--- config.mk ---
export PLATFORM = sky130hd
export DESIGN_NAME = envelope_shaped_overlap_mixer_core_flat
export DESIGN_NICKNAME = d
export VERILOG_FILES = /design/src/design/eosm_pkg.sv /design/src/design/eosm_stream_if.sv /design/src/design/envelope_shaped_overlap_mixer_core.sv /design/src/design/eosm_div.sv /design/src/design/eosm_mul.sv /design/src/flat_wrapper.sv
export SDC_FILE = /design/constraint.sdc
export NUM_CORES = 2
export LEC_CHECK = 0
export BUFFER_PORTS_ARGS = -buffer_cell sky130_fd_sc_hd__buf_2
export CAP_MARGIN = 20
export CORE_UTILIZATION = 43
export DETAILED_ROUTE_END_ITERATION = 10
export SYNTH_ARGS = -nofsm -noshare
export SYNTH_HDL_FRONTEND = slang
export SYNTH_SLANG_ARGS = --single-unit
--- constraint.sdc ---
create_clock -name clk -period 7.9 [get_ports clk]
set_clock_uncertainty 0.05 [all_clocks]
set_input_delay 1.185 -clock clk [delete_from_list [all_inputs] [get_ports clk]]
set_output_delay 1.185 -clock clk [all_outputs]
set_load 0.05 [all_outputs]
--- src/design/eosm_pkg.sv ---
// ----------------------------------------------------------------------------
// Envelope mixer package
// Shared widths, register indexes and beat payload types for the envelope
// mixer core and its helper units.
// ----------------------------------------------------------------------------
package eosm_pkg;

  localparam int SAMPLE_BITS   = 24;
  localparam int LEVEL_BITS    = 16;
  localparam int POS_BITS      = 21;
  localparam int FINAL_BITS    = 20;
  localparam int SEGS          = 6;
  localparam int SEG_BITS      = 3;
  localparam int SLOPE_FRAC    = 31 - LEVEL_BITS;
  localparam int GAIN_FRAC     = LEVEL_BITS - 2;
  localparam int SLOPE_BITS    = 32;

  // Breakpoint positions after the release point is made absolute.
  localparam int BP_BITS       = POS_BITS + 1;
  // Position difference between two breakpoints.
  localparam int DP_BITS       = BP_BITS + 1;

  // Slope divider operands.
  localparam int DIVIDEND_BITS = 32;
  localparam int DIVISOR_BITS  = DP_BITS - 1;

  // Shared multiplier operands and product.
  localparam int MUL_A_BITS    = 32;
  localparam int MUL_B_BITS    = FINAL_BITS + 1;
  localparam int PROD_BITS     = MUL_A_BITS + MUL_B_BITS;

  // Configuration port.
  localparam int CFG_INDEX_BITS = 4;
  localparam int CFG_DATA_BITS  = 48;

  localparam logic [CFG_INDEX_BITS-1:0] REG_POINT1       = 4'd0;
  localparam logic [CFG_INDEX_BITS-1:0] REG_POINT2       = 4'd1;
  localparam logic [CFG_INDEX_BITS-1:0] REG_POINT3       = 4'd2;
  localparam logic [CFG_INDEX_BITS-1:0] REG_POINT4       = 4'd3;
  localparam logic [CFG_INDEX_BITS-1:0] REG_POINT5       = 4'd4;
  localparam logic [CFG_INDEX_BITS-1:0] REG_FINAL_INDEX  = 4'd5;
  localparam logic [CFG_INDEX_BITS-1:0] REG_LEVELS_FIRST = 4'd6;
  localparam logic [CFG_INDEX_BITS-1:0] REG_LEVELS_LAST  = 4'd7;

  typedef struct packed {
    logic signed [SAMPLE_BITS-1:0] old_sample;
    logic signed [SAMPLE_BITS-1:0] new_sample;
  } pair_beat_t;

  typedef struct packed {
    logic signed [SAMPLE_BITS-1:0] mixed_sample;
    logic [LEVEL_BITS-1:0]         gain_level;
    logic                          segment_done;
  } mix_beat_t;

  typedef struct packed {
    logic [CFG_INDEX_BITS-1:0] index;
    logic [CFG_DATA_BITS-1:0]  value;
  } cfg_beat_t;

endpackage

--- src/design/eosm_stream_if.sv ---
// ----------------------------------------------------------------------------
// Envelope mixer stream channel
// Valid/ready channel with a typed payload; a beat moves when both are high.
// ----------------------------------------------------------------------------
interface eosm_stream_if #(
  parameter type T = logic
);
  logic valid;
  logic ready;
  T     data;

  modport source (output valid, output data, input ready);
  modport sink   (input valid, input data, output ready);
endinterface

--- src/design/envelope_shaped_overlap_mixer_core.sv ---
// ----------------------------------------------------------------------------
// Envelope-shaped overlap mixer core
// Mixes a new note sample into an existing sample under a six-segment
// piecewise linear envelope, one sample pair per beat.
// ----------------------------------------------------------------------------
//
//   Channel  Dir  Payload                                       Beat
//   -------  ---  --------------------------------------------  ----------------
//   pair     in   old_sample, new_sample (Q1.23)                one sample pair
//   mix      out  mixed_sample (Q1.23), gain_level (Q2.14),     one mixed sample
//                 segment_done
//   cfg      in   index, value                                  one register write
//
// The result register loads once a pair has passed the select, multiply
// and accumulate states for each of the six segments through the one shared
// multiplier and then the mix multiply and finish states. The next pair can
// be taken the cycle after it loads. Every accepted write to a listed
// register starts a slope pass through the bit-serial divider for each of
// the six segments, bar those of zero length; no sample pair is taken during the
// pass or while a register write is offered, and further writes restart it.
// Reset is synchronous and clears the registers, the slopes and the index.
// A result waits in an output register, so a stalled mix channel holds only
// the finish of the following pair.
// ----------------------------------------------------------------------------
module envelope_shaped_overlap_mixer_core
  import eosm_pkg::*;
#(
  parameter int unsigned MAX_SAMPLES = 1048576
) (
  input logic           clk,
  input logic           rst,
  eosm_stream_if.sink   pair,
  eosm_stream_if.source mix,
  eosm_stream_if.sink   cfg
);

  localparam logic [31:0] MAX_IDX = 32'(MAX_SAMPLES - 1);
  localparam int VAL_BITS = PROD_BITS - SLOPE_FRAC + 1;
  localparam logic signed [PROD_BITS-1:0] SEG_ROUND =
    PROD_BITS'(64'sd1 <<< (SLOPE_FRAC - 1));
  localparam logic signed [PROD_BITS-1:0] MIX_ROUND =
    PROD_BITS'(64'sd1 <<< (GAIN_FRAC - 1));
  localparam logic signed [PROD_BITS-1:0] SAMPLE_MAX =
    PROD_BITS'((64'sd1 <<< (SAMPLE_BITS - 1)) - 64'sd1);
  localparam logic signed [PROD_BITS-1:0] SAMPLE_MIN = -SAMPLE_MAX - 1;

  // The sequencer: idle, the slope pass after a register write, then the
  // per-sample segment loop and the mix.
  typedef enum logic [7:0] {
    S_IDLE     = 8'b0000_0001,
    S_SL_START = 8'b0000_0010,
    S_SL_WAIT  = 8'b0000_0100,
    S_SEG_SEL  = 8'b0000_1000,
    S_SEG_MUL  = 8'b0001_0000,
    S_SEG_ACC  = 8'b0010_0000,
    S_MIX_MUL  = 8'b0100_0000,
    S_MIX_FIN  = 8'b1000_0000
  } state_t;

  state_t state;
  logic [SEG_BITS-1:0] seg;

  // Configuration registers.
  logic signed [POS_BITS-1:0] point1_position;
  logic signed [POS_BITS-1:0] point2_position;
  logic signed [POS_BITS-1:0] point3_position;
  logic signed [POS_BITS-1:0] point4_position;
  logic signed [POS_BITS-1:0] point5_position;
  logic [FINAL_BITS-1:0]      final_index;
  logic [3*LEVEL_BITS-1:0]    levels_first_three;
  logic [2*LEVEL_BITS-1:0]    levels_last_two;

  logic signed [SLOPE_BITS-1:0] slope [SEGS];
  logic [FINAL_BITS-1:0]        sample_index;

  // Captured sample pair and running envelope maximum.
  logic signed [SAMPLE_BITS-1:0] old_r;
  logic signed [SAMPLE_BITS-1:0] new_r;
  logic [LEVEL_BITS-1:0]         best;

  // Segment values registered ahead of the multiply.
  logic                         cov_r;
  logic [FINAL_BITS-1:0]        off_r;
  logic [LEVEL_BITS-1:0]        base_r;
  logic [LEVEL_BITS-1:0]        lo_r;
  logic [LEVEL_BITS-1:0]        hi_r;
  logic signed [SLOPE_BITS-1:0] slope_r;
  logic                         neg_r;

  // Output register.
  logic      out_valid;
  mix_beat_t out_data;

  // Combinational helpers.
  logic [FINAL_BITS-1:0]        final_eff;
  logic signed [BP_BITS-1:0]    f_ext;
  logic signed [BP_BITS-1:0]    pa;
  logic signed [BP_BITS-1:0]    pb;
  logic [LEVEL_BITS-1:0]        va;
  logic [LEVEL_BITS-1:0]        vb;
  logic [FINAL_BITS-1:0]        pa_c;
  logic [FINAL_BITS-1:0]        pb_c;
  logic                         fwd;
  logic                         bwd;
  logic signed [LEVEL_BITS:0]   dv;
  logic signed [DP_BITS-1:0]    dp;
  logic signed [DP_BITS-1:0]    dp_neg;
  logic signed [LEVEL_BITS:0]   dv_neg;
  logic [LEVEL_BITS-1:0]        adv;
  logic [DIVISOR_BITS-1:0]      adp;
  logic [DIVIDEND_BITS-1:0]     dividend;
  logic                         div_start;
  logic                         div_done;
  logic [DIVIDEND_BITS-1:0]     quotient;
  logic signed [MUL_A_BITS-1:0] mul_a;
  logic signed [MUL_B_BITS-1:0] mul_b;
  logic signed [PROD_BITS-1:0]  product;
  logic signed [PROD_BITS-1:0]  seg_rnd;
  logic signed [VAL_BITS-1:0]   seg_val;
  logic [LEVEL_BITS-1:0]        seg_lvl;
  logic signed [PROD_BITS-1:0]  mix_acc;
  logic signed [PROD_BITS-1:0]  mix_shr;
  logic signed [SAMPLE_BITS-1:0] mix_sat;
  logic                         at_end;
  logic                         out_free;
  logic                         cfg_fire;
  logic                         cfg_restart;

  function automatic logic [FINAL_BITS-1:0] clamp_end(
    input logic signed [BP_BITS-1:0] p,
    input logic [FINAL_BITS-1:0]     f
  );
    logic signed [BP_BITS-1:0] fs;
    fs = signed'(BP_BITS'(f));
    if (p[BP_BITS-1]) begin
      return '0;
    end else if (p > fs) begin
      return f;
    end else begin
      return p[FINAL_BITS-1:0];
    end
  endfunction

  // The closing breakpoint never lies beyond the sample store.
  always_comb begin
    final_eff = (32'(final_index) > MAX_IDX) ? FINAL_BITS'(MAX_IDX) : final_index;
    f_ext     = signed'(BP_BITS'(final_eff));
  end

  // Both ends of the current segment. The release point counts back from
  // the closing breakpoint.
  always_comb begin
    pa = '0;
    pb = '0;
    va = '0;
    vb = '0;
    unique case (seg)
      3'd0: begin
        pa = '0;
        va = '0;
        pb = BP_BITS'(point1_position);
        vb = levels_first_three[LEVEL_BITS-1:0];
      end
      3'd1: begin
        pa = BP_BITS'(point1_position);
        va = levels_first_three[LEVEL_BITS-1:0];
        pb = BP_BITS'(point2_position);
        vb = levels_first_three[2*LEVEL_BITS-1:LEVEL_BITS];
      end
      3'd2: begin
        pa = BP_BITS'(point2_position);
        va = levels_first_three[2*LEVEL_BITS-1:LEVEL_BITS];
        pb = BP_BITS'(point3_position);
        vb = levels_first_three[3*LEVEL_BITS-1:2*LEVEL_BITS];
      end
      3'd3: begin
        pa = BP_BITS'(point3_position);
        va = levels_first_three[3*LEVEL_BITS-1:2*LEVEL_BITS];
        pb = f_ext - BP_BITS'(point4_position);
        vb = levels_last_two[LEVEL_BITS-1:0];
      end
      3'd4: begin
        pa = f_ext - BP_BITS'(point4_position);
        va = levels_last_two[LEVEL_BITS-1:0];
        pb = BP_BITS'(point5_position);
        vb = levels_last_two[2*LEVEL_BITS-1:LEVEL_BITS];
      end
      3'd5: begin
        pa = BP_BITS'(point5_position);
        va = levels_last_two[2*LEVEL_BITS-1:LEVEL_BITS];
        pb = f_ext;
        vb = '0;
      end
      default: begin
        pa = '0;
        pb = '0;
      end
    endcase
  end

  // Slope operands: magnitudes go to the divider, the sign is applied after.
  // Half the divisor is added first so the quotient rounds to nearest.
  always_comb begin
    dv       = signed'({1'b0, vb}) - signed'({1'b0, va});
    dv_neg   = -dv;
    dp       = DP_BITS'(pb) - DP_BITS'(pa);
    dp_neg   = -dp;
    adv      = dv[LEVEL_BITS] ? dv_neg[LEVEL_BITS-1:0] : dv[LEVEL_BITS-1:0];
    adp      = dp[DP_BITS-1] ? dp_neg[DIVISOR_BITS-1:0] : dp[DIVISOR_BITS-1:0];
    dividend = DIVIDEND_BITS'({adv, {SLOPE_FRAC{1'b0}}}) + DIVIDEND_BITS'(adp >> 1);
    div_start = (state == S_SL_START) && (dp != '0);
  end

  // Coverage of the current index. Ends are clamped to the segment, and the
  // level runs from whichever clamped end has the lower index.
  always_comb begin
    pa_c = clamp_end(pa, final_eff);
    pb_c = clamp_end(pb, final_eff);
    fwd  = (pa_c < pb_c) && (sample_index >= pa_c) && (sample_index <= pb_c);
    bwd  = (pb_c < pa_c) && (sample_index >= pb_c) && (sample_index <= pa_c);
  end

  // One multiplier serves both the segment ramps and the final mix. The mix
  // operands stay selected while the result waits, so the product holds.
  always_comb begin
    if ((state == S_MIX_MUL) || (state == S_MIX_FIN)) begin
      mul_a = MUL_A_BITS'(new_r);
      mul_b = signed'(MUL_B_BITS'(best));
    end else begin
      mul_a = slope_r;
      mul_b = signed'(MUL_B_BITS'(off_r));
    end
  end

  eosm_mul u_mul (
    .clk     (clk),
    .a       (mul_a),
    .b       (mul_b),
    .product (product)
  );

  eosm_div u_div (
    .clk      (clk),
    .rst      (rst),
    .start    (div_start),
    .dividend (dividend),
    .divisor  (adp),
    .done     (div_done),
    .quotient (quotient)
  );

  // Segment level: round the ramp, add the base, then clamp to the span of
  // the two end levels, which only removes rounding error.
  always_comb begin
    seg_rnd = product + SEG_ROUND;
    seg_val = VAL_BITS'(seg_rnd >>> SLOPE_FRAC) + signed'(VAL_BITS'(base_r));
    if (seg_val < signed'(VAL_BITS'(lo_r))) begin
      seg_lvl = lo_r;
    end else if (seg_val > signed'(VAL_BITS'(hi_r))) begin
      seg_lvl = hi_r;
    end else begin
      seg_lvl = seg_val[LEVEL_BITS-1:0];
    end
  end

  // Mix: new times gain plus the old sample at gain scale, rounded and
  // saturated to the sample range.
  always_comb begin
    mix_acc = product + (PROD_BITS'(old_r) <<< GAIN_FRAC) + MIX_ROUND;
    mix_shr = mix_acc >>> GAIN_FRAC;
    if (mix_shr > SAMPLE_MAX) begin
      mix_sat = SAMPLE_MAX[SAMPLE_BITS-1:0];
    end else if (mix_shr < SAMPLE_MIN) begin
      mix_sat = SAMPLE_MIN[SAMPLE_BITS-1:0];
    end else begin
      mix_sat = mix_shr[SAMPLE_BITS-1:0];
    end
    at_end   = sample_index >= final_eff;
    out_free = !out_valid || mix.ready;
  end

  // A register write offered in idle goes first; the pair waits for the
  // slope pass that the write starts.
  assign pair.ready  = (state == S_IDLE) && !cfg.valid;
  assign cfg.ready   = (state == S_IDLE) || (state == S_SL_START) || (state == S_SL_WAIT);
  assign cfg_fire    = cfg.valid && cfg.ready;
  assign cfg_restart = cfg_fire && (cfg.data.index <= REG_LEVELS_LAST);
  assign mix.valid   = out_valid;
  assign mix.data    = out_data;

  // Configuration registers. A write with an index past the list is dropped.
  always_ff @(posedge clk) begin
    if (rst) begin
      point1_position    <= '0;
      point2_position    <= '0;
      point3_position    <= '0;
      point4_position    <= '0;
      point5_position    <= '0;
      final_index        <= '0;
      levels_first_three <= '0;
      levels_last_two    <= '0;
    end else if (cfg_fire) begin
      unique case (cfg.data.index)
        REG_POINT1:       point1_position    <= cfg.data.value[POS_BITS-1:0];
        REG_POINT2:       point2_position    <= cfg.data.value[POS_BITS-1:0];
        REG_POINT3:       point3_position    <= cfg.data.value[POS_BITS-1:0];
        REG_POINT4:       point4_position    <= cfg.data.value[POS_BITS-1:0];
        REG_POINT5:       point5_position    <= cfg.data.value[POS_BITS-1:0];
        REG_FINAL_INDEX:  final_index        <= cfg.data.value[FINAL_BITS-1:0];
        REG_LEVELS_FIRST: levels_first_three <= cfg.data.value[3*LEVEL_BITS-1:0];
        REG_LEVELS_LAST:  levels_last_two    <= cfg.data.value[2*LEVEL_BITS-1:0];
        default: ;
      endcase
    end
  end

  // Sequencer.
  always_ff @(posedge clk) begin
    if (rst) begin
      state        <= S_IDLE;
      seg          <= '0;
      sample_index <= '0;
      out_valid    <= 1'b0;
      for (int k = 0; k < SEGS; k++) begin
        slope[k] <= '0;
      end
    end else begin
      // The output register loads as the mix finishes and empties when the
      // mix channel takes the beat.
      if ((state == S_MIX_FIN) && out_free) begin
        out_valid <= 1'b1;
      end else if (mix.ready) begin
        out_valid <= 1'b0;
      end

      // A write to a listed register restarts the slope pass from the first segment.
      if (cfg_restart) begin
        seg   <= '0;
        state <= S_SL_START;
      end else begin
        unique case (state)
          S_IDLE: begin
            if (pair.valid && pair.ready) begin
              old_r <= pair.data.old_sample;
              new_r <= pair.data.new_sample;
              best  <= '0;
              seg   <= '0;
              state <= S_SEG_SEL;
            end
          end

          S_SL_START: begin
            neg_r <= dv[LEVEL_BITS] ^ dp[DP_BITS-1];
            if (dp == '0) begin
              slope[seg] <= '0;
              if (seg == SEG_BITS'(SEGS - 1)) begin
                state <= S_IDLE;
              end else begin
                seg <= seg + 1'b1;
              end
            end else begin
              state <= S_SL_WAIT;
            end
          end

          S_SL_WAIT: begin
            if (div_done) begin
              slope[seg] <= neg_r ? -signed'(quotient) : signed'(quotient);
              if (seg == SEG_BITS'(SEGS - 1)) begin
                state <= S_IDLE;
              end else begin
                seg   <= seg + 1'b1;
                state <= S_SL_START;
              end
            end
          end

          S_SEG_SEL: begin
            cov_r   <= (pa != pb) && (fwd || bwd);
            off_r   <= fwd ? (sample_index - pa_c) : (sample_index - pb_c);
            base_r  <= fwd ? va : vb;
            lo_r    <= (va < vb) ? va : vb;
            hi_r    <= (va < vb) ? vb : va;
            slope_r <= slope[seg];
            state   <= S_SEG_MUL;
          end

          S_SEG_MUL: begin
            state <= S_SEG_ACC;
          end

          S_SEG_ACC: begin
            if (cov_r && (seg_lvl > best)) begin
              best <= seg_lvl;
            end
            if (seg == SEG_BITS'(SEGS - 1)) begin
              state <= S_MIX_MUL;
            end else begin
              seg   <= seg + 1'b1;
              state <= S_SEG_SEL;
            end
          end

          S_MIX_MUL: begin
            state <= S_MIX_FIN;
          end

          S_MIX_FIN: begin
            if (out_free) begin
              out_data.mixed_sample <= mix_sat;
              out_data.gain_level   <= best;
              out_data.segment_done <= at_end;
              sample_index          <= at_end ? '0 : sample_index + 1'b1;
              state                 <= S_IDLE;
            end
          end

          default: begin
            state <= S_IDLE;
          end
        endcase
      end
    end
  end

endmodule

--- src/design/eosm_div.sv ---
// ----------------------------------------------------------------------------
// Envelope mixer slope divider
// Restoring unsigned divider, one quotient bit per cycle.
// ----------------------------------------------------------------------------
module eosm_div
  import eosm_pkg::*;
(
  input  logic                     clk,
  input  logic                     rst,
  input  logic                     start,
  input  logic [DIVIDEND_BITS-1:0] dividend,
  input  logic [DIVISOR_BITS-1:0]  divisor,
  output logic                     done,
  output logic [DIVIDEND_BITS-1:0] quotient
);

  localparam int CNT_W = $clog2(DIVIDEND_BITS);

  logic                     busy;
  logic [CNT_W-1:0]         count;
  logic [DIVISOR_BITS-1:0]  rem;
  logic [DIVISOR_BITS-1:0]  dsr;
  logic [DIVIDEND_BITS-1:0] quo;
  logic [DIVISOR_BITS:0]    trial;
  logic [DIVISOR_BITS+1:0]  diff;

  // The partial remainder stays below the divisor, so the trial fits one
  // bit more than the divisor.
  always_comb begin
    trial = {rem, quo[DIVIDEND_BITS-1]};
    diff  = {1'b0, trial} - {2'b00, dsr};
  end

  always_ff @(posedge clk) begin
    if (rst) begin
      busy  <= 1'b0;
      done  <= 1'b0;
      count <= '0;
    end else begin
      done <= 1'b0;
      if (start) begin
        busy  <= 1'b1;
        count <= '0;
        rem   <= '0;
        quo   <= dividend;
        dsr   <= divisor;
      end else if (busy) begin
        if (diff[DIVISOR_BITS+1]) begin
          rem <= trial[DIVISOR_BITS-1:0];
          quo <= {quo[DIVIDEND_BITS-2:0], 1'b0};
        end else begin
          rem <= diff[DIVISOR_BITS-1:0];
          quo <= {quo[DIVIDEND_BITS-2:0], 1'b1};
        end
        count <= count + 1'b1;
        if (count == CNT_W'(DIVIDEND_BITS - 1)) begin
          busy <= 1'b0;
          done <= 1'b1;
        end
      end
    end
  end

  assign quotient = quo;

endmodule

--- src/design/eosm_mul.sv ---
// ----------------------------------------------------------------------------
// Envelope mixer shared multiplier
// Signed multiplier with a registered product, shared by the segment
// evaluation and the final mix.
// ----------------------------------------------------------------------------
module eosm_mul
  import eosm_pkg::*;
(
  input  logic                        clk,
  input  logic signed [MUL_A_BITS-1:0] a,
  input  logic signed [MUL_B_BITS-1:0] b,
  output logic signed [PROD_BITS-1:0]  product
);

  always_ff @(posedge clk) begin
    product <= PROD_BITS'(a) * PROD_BITS'(b);
  end

endmodule

--- src/flat_wrapper.sv ---
// flat-port wrapper written by rule: the top's interface ports become plain ports
module envelope_shaped_overlap_mixer_core_flat import eosm_pkg::*;
#(
  parameter int unsigned MAX_SAMPLES = 1048576
)
  (clk, rst, pair_valid, pair_data, pair_ready, mix_valid, mix_data, mix_ready, cfg_valid, cfg_data, cfg_ready);
  eosm_stream_if #(.T(pair_beat_t)) pair_i ();
  eosm_stream_if #(.T(mix_beat_t)) mix_i ();
  eosm_stream_if #(.T(cfg_beat_t)) cfg_i ();
  input logic clk;
  input logic rst;
  input wire logic [$bits(pair_i.valid)-1:0] pair_valid;
  input wire logic [$bits(pair_i.data)-1:0] pair_data;
  output wire logic [$bits(pair_i.ready)-1:0] pair_ready;
  output wire logic [$bits(mix_i.valid)-1:0] mix_valid;
  output wire logic [$bits(mix_i.data)-1:0] mix_data;
  input wire logic [$bits(mix_i.ready)-1:0] mix_ready;
  input wire logic [$bits(cfg_i.valid)-1:0] cfg_valid;
  input wire logic [$bits(cfg_i.data)-1:0] cfg_data;
  output wire logic [$bits(cfg_i.ready)-1:0] cfg_ready;
  assign pair_i.valid = pair_valid;
  assign pair_i.data = pair_data;
  assign pair_ready = pair_i.ready;
  assign mix_valid = mix_i.valid;
  assign mix_data = mix_i.data;
  assign mix_i.ready = mix_ready;
  assign cfg_i.valid = cfg_valid;
  assign cfg_i.data = cfg_data;
  assign cfg_ready = cfg_i.ready;
  envelope_shaped_overlap_mixer_core #(.MAX_SAMPLES(MAX_SAMPLES)) u_core (.clk(clk), .rst(rst), .pair(pair_i), .mix(mix_i), .cfg(cfg_i));
endmodule
==> summary.md <==
| Metric | Value |
|---|---|
| Status | complete, but fails checks |
| Failing checks | negative setup slack |
| WHS | 0.407 ns |
| Fin util | a little over half |
| Cell family with most CP delay | adder cells |
| DIE AREA | 168,000 sq um |
| Die height | between 400 and 500 microns |
| Cell taking the most area after synthesis | edfxtp_1 |
| Post-synth ARST share | 0% |
| Overall routing resource usage | between 20% and 30% |
| Post-synthesis cell count | 7,649 |
| Leak | between 30 and 40 nW |
| CP peak stage delay | between 0.5 and 0.6 ns |
| ANT nets after route | 0 |
| CP Capture Type | register |
| Syn. warnings | 0 |
| Ys flop type | edfxtp_1 |
| Post-synth top cells | nand2_1, inv_1, nor2_1 |
| Endpoints failing hold | 0 |
| Vias in the first global route | just over 60,000 |
| H-tree depth | 3 |
| WL final | 248,000 microns |
| Clock transition at path regs | about 0.060 ns |
| WP buf/inv | 10 |
| Dpl ws | -1.09 ns |
| Syn Nets | between 8,000 and 9,000 |
| Clock Root Buffer | clkbuf_16 |
| Final setup viols | 19 |
| MaxCap Viol Count | 0 |
| M2 GR Usage | 46.5% |
| TNS Setup | -2.97 ns |
| CP arrival | 8.90 ns |
| Total grt overflow | 0 |
| Layout Nets | slightly below 10,000 |
| # rows | ~150 |
| ANT cells | 0 |
| Largest net degree at the start of global routing | 197 |
| First-pass GRT wire length | 373,000 microns |
| RSZ-0062 raised after global routing | true |
| Crit-path max FO | 7 |
| Post-Synth Simple-Gate Area | between 10% and 20% |
| Crit start category | register |
| Most frequent cell after synthesis | nand2_1 |
| DR pass1 iterations | 10 |
| Placer Congestion | a little under 1 |
| Area delta synth->final | 24.4% |
| Die width | 409 microns |
| Most Crowded Layer GR | met2 |
| Synth Area in Compound Gates | roughly an eighth |
| Slowest cell on the critical path | fa_2 |
| Worst hold path type | reg -> reg |
| Library cells used by synthesis | 101 |
| Met3 Track Usage GR | 5.23% |
| Crit path kind | reg -> reg |
| Peak VDD IR | around 1.3 mV |
| CTS sink count | 823 |
| Sequential fraction of the synthesis area | a little under a third |
| Synth top area share | 22.7% |
| Setup WS post-layout | -0.391 ns |
| Post-Syn Area per Cell | 9.33 sq um |
| Relative slew slack | 22.9% |
| Final worst path period share | 105% |
| Core ar. | 165,000 sq um |
| Crit path time final | just over 8 ns |
| Synth Area in XOR/XNOR | 3.80% |
| CTS tree | built |
| Clock latency at the later pin of the worst-skew pair | 0.76 ns |
| Via density | 5.57 |
| Post-synth EDFFs | 539 |
| Power Dens Cells | 547 nW/um^2 |
| Post-CTS Hold Buffers | 0 |
| CTS Buf Count | between 90 and 100 |
| PortBufs | 148 |
| Synthesized cell area | 71,400 sq um |
| Initial antenna violation count | 23 |
| Max clock buf depth | 3 |
| DP HPWL | 193,000 microns |
| Fmax achieved | 0.121 GHz |
| Top cells by area, synth | edfxtp_1, fa_1, dfxtp_1 |
| Slew @ Worst Pin | 1.16 ns |
| Slew Limit Fails | 0 |
| Mux cell area share after synthesis | about 4.4% |
| Largest family of logic cells by synthesized area | adder cells |
| Drt drc | 0 |
| Synth Register Bits | a little over 800 |
| Critical Path RT | ~8.5 ns |
| Vias | 60,761 |
| DR iter-0 viols | 5,663 |
| Layout cell share with drive strength beyond 1 | about a quarter |
| Met1 Use GR | 39.7% |
| Area share of fa/ha/maj cells after synthesis | 26.0% |
| Drt wl/cell | 22.7 microns |
| Initial Util | 43.3% |
| I/O pins | 149 |
[per-layer routing]
| metal | vias up | wire (microns) |
|---|---|---|
| met1 | 30153 | 105000 |
| met5 | - | 108 |
| li1 | 27968 | - |
| met3 | 409 | 19300 |
| met4 | 18 | 10600 |
| met2 | 2213 | 113000 |
[state kept, by name, summed over array words and instances, names as in the netlist, 22 cells and up]
name / cells
u_core.new_r: 24
u_core.levels_last_two: 32
u_core.u_mul.product: 40
u_core.old_r: 24
u_core.slope_r: 32
u_core.levels_first_three: 48
u_core.u_div.quotient: 32
u_core.u_div.dsr: 22
u_core.u_div.rem: 22
u_core.slope: 256
u_core.mix.data: 41
[power breakdown]
group | switching [mW] | internal, mW
clock | 1.95 | 2.57
combinational | 19.5 | 18.9
sequential | 0.353 | 5.31
total | 21.8 | 26.8
[cell families after synthesis]
family	after synthesis
xor+xnor	310
compound gates	1326
fa+ha+maj	1095
buf+inv	1254
simple gates	2616
mux	225
flops	823
[through the flow]
stage	std cells	total power, mW	area, sq um
3_5_place_dp	10577	37.5	81400
2_1_floorplan	7649	23.0	71500
6_report	10911	48.6	88800
3_3_place_gp	10576	37.2	81400
5_1_grt	10911	52.4	88800
4_1_cts	10843	44.8	86600
[worst reg2reg max path: cells and delay by family (launching register included)]
kind / cells / cell delay, ns
AND/OR/NAND/NOR: 7 / 1.45
flip-flops: 1 / 0.33
AO/OA/AOI/OAI: 6 / 1.18
buffers and inverters: 10 / 1.23
multiplexers: 1 / 0.15
adder cells (fa/ha/maj): 8 / 3.80
[what timing repair did]
item | in CTS | in global routing
setup endpoints to repair | 96 | 227
pin swaps | 174 | 273
resized for setup | 301 | 363
buffers inserted | 85 | 77
gates cloned | 7 | 3
[cell usage in the layout (no fill, tap or decap), types with 48 or more instances in the layout]
master	count
nand2_1	1127
clkbuf_16	99
nand2b_1	69
dfxtp_1	272
o21ai_0	189
inv_1	852
mux4_2	64
ha_1	404
nor2_1	601
fa_1	597
xor2_1	109
a22oi_1	70
edfxtp_1	539
buf_6	64
nand4_1	75
nand3_1	112
buf_12	67
xnor2_1	182
nor2b_1	50
mux2i_1	86
o21a_1	50
buf_4	965
a21oi_1	424
a21o_1	108
buf_2	147
a21oi_2	48
and3_1	166
nor3_1	88
[path summary, 6_finish.rpt]
check | from | endpoint | slack (ns) | depth (start not counted)
min reg2reg | u_core.point4_position[19]$_SDFFE_PP0P_ | u_core.point4_position[19]$_SDFFE_PP0P_ | 0.41 | 2
max reg2reg | u_core.state[1]$_SDFFE_PP0P_ | u_core.u_mul.product[47]$_DFF_P_ | -0.39 | 32
min | u_core.point4_position[19]$_SDFFE_PP0P_ | u_core.point4_position[19]$_SDFFE_PP0P_ | 0.41 | 2
max | u_core.state[1]$_SDFFE_PP0P_ | u_core.u_mul.product[47]$_DFF_P_ | -0.39 | 32
[layout make-up]
cell class              instances  area [sq um]
well taps                    2189          2740
flip-flops and latches        823         21900
inverters                     886          3330
clock inverters                49           548
multi-input cells            5572         47300
clock buffers                 131          2610
fillers                     14848         76000
repair buffers               1261         10500
No activity file was read; power rests on OpenSTA's default activity.
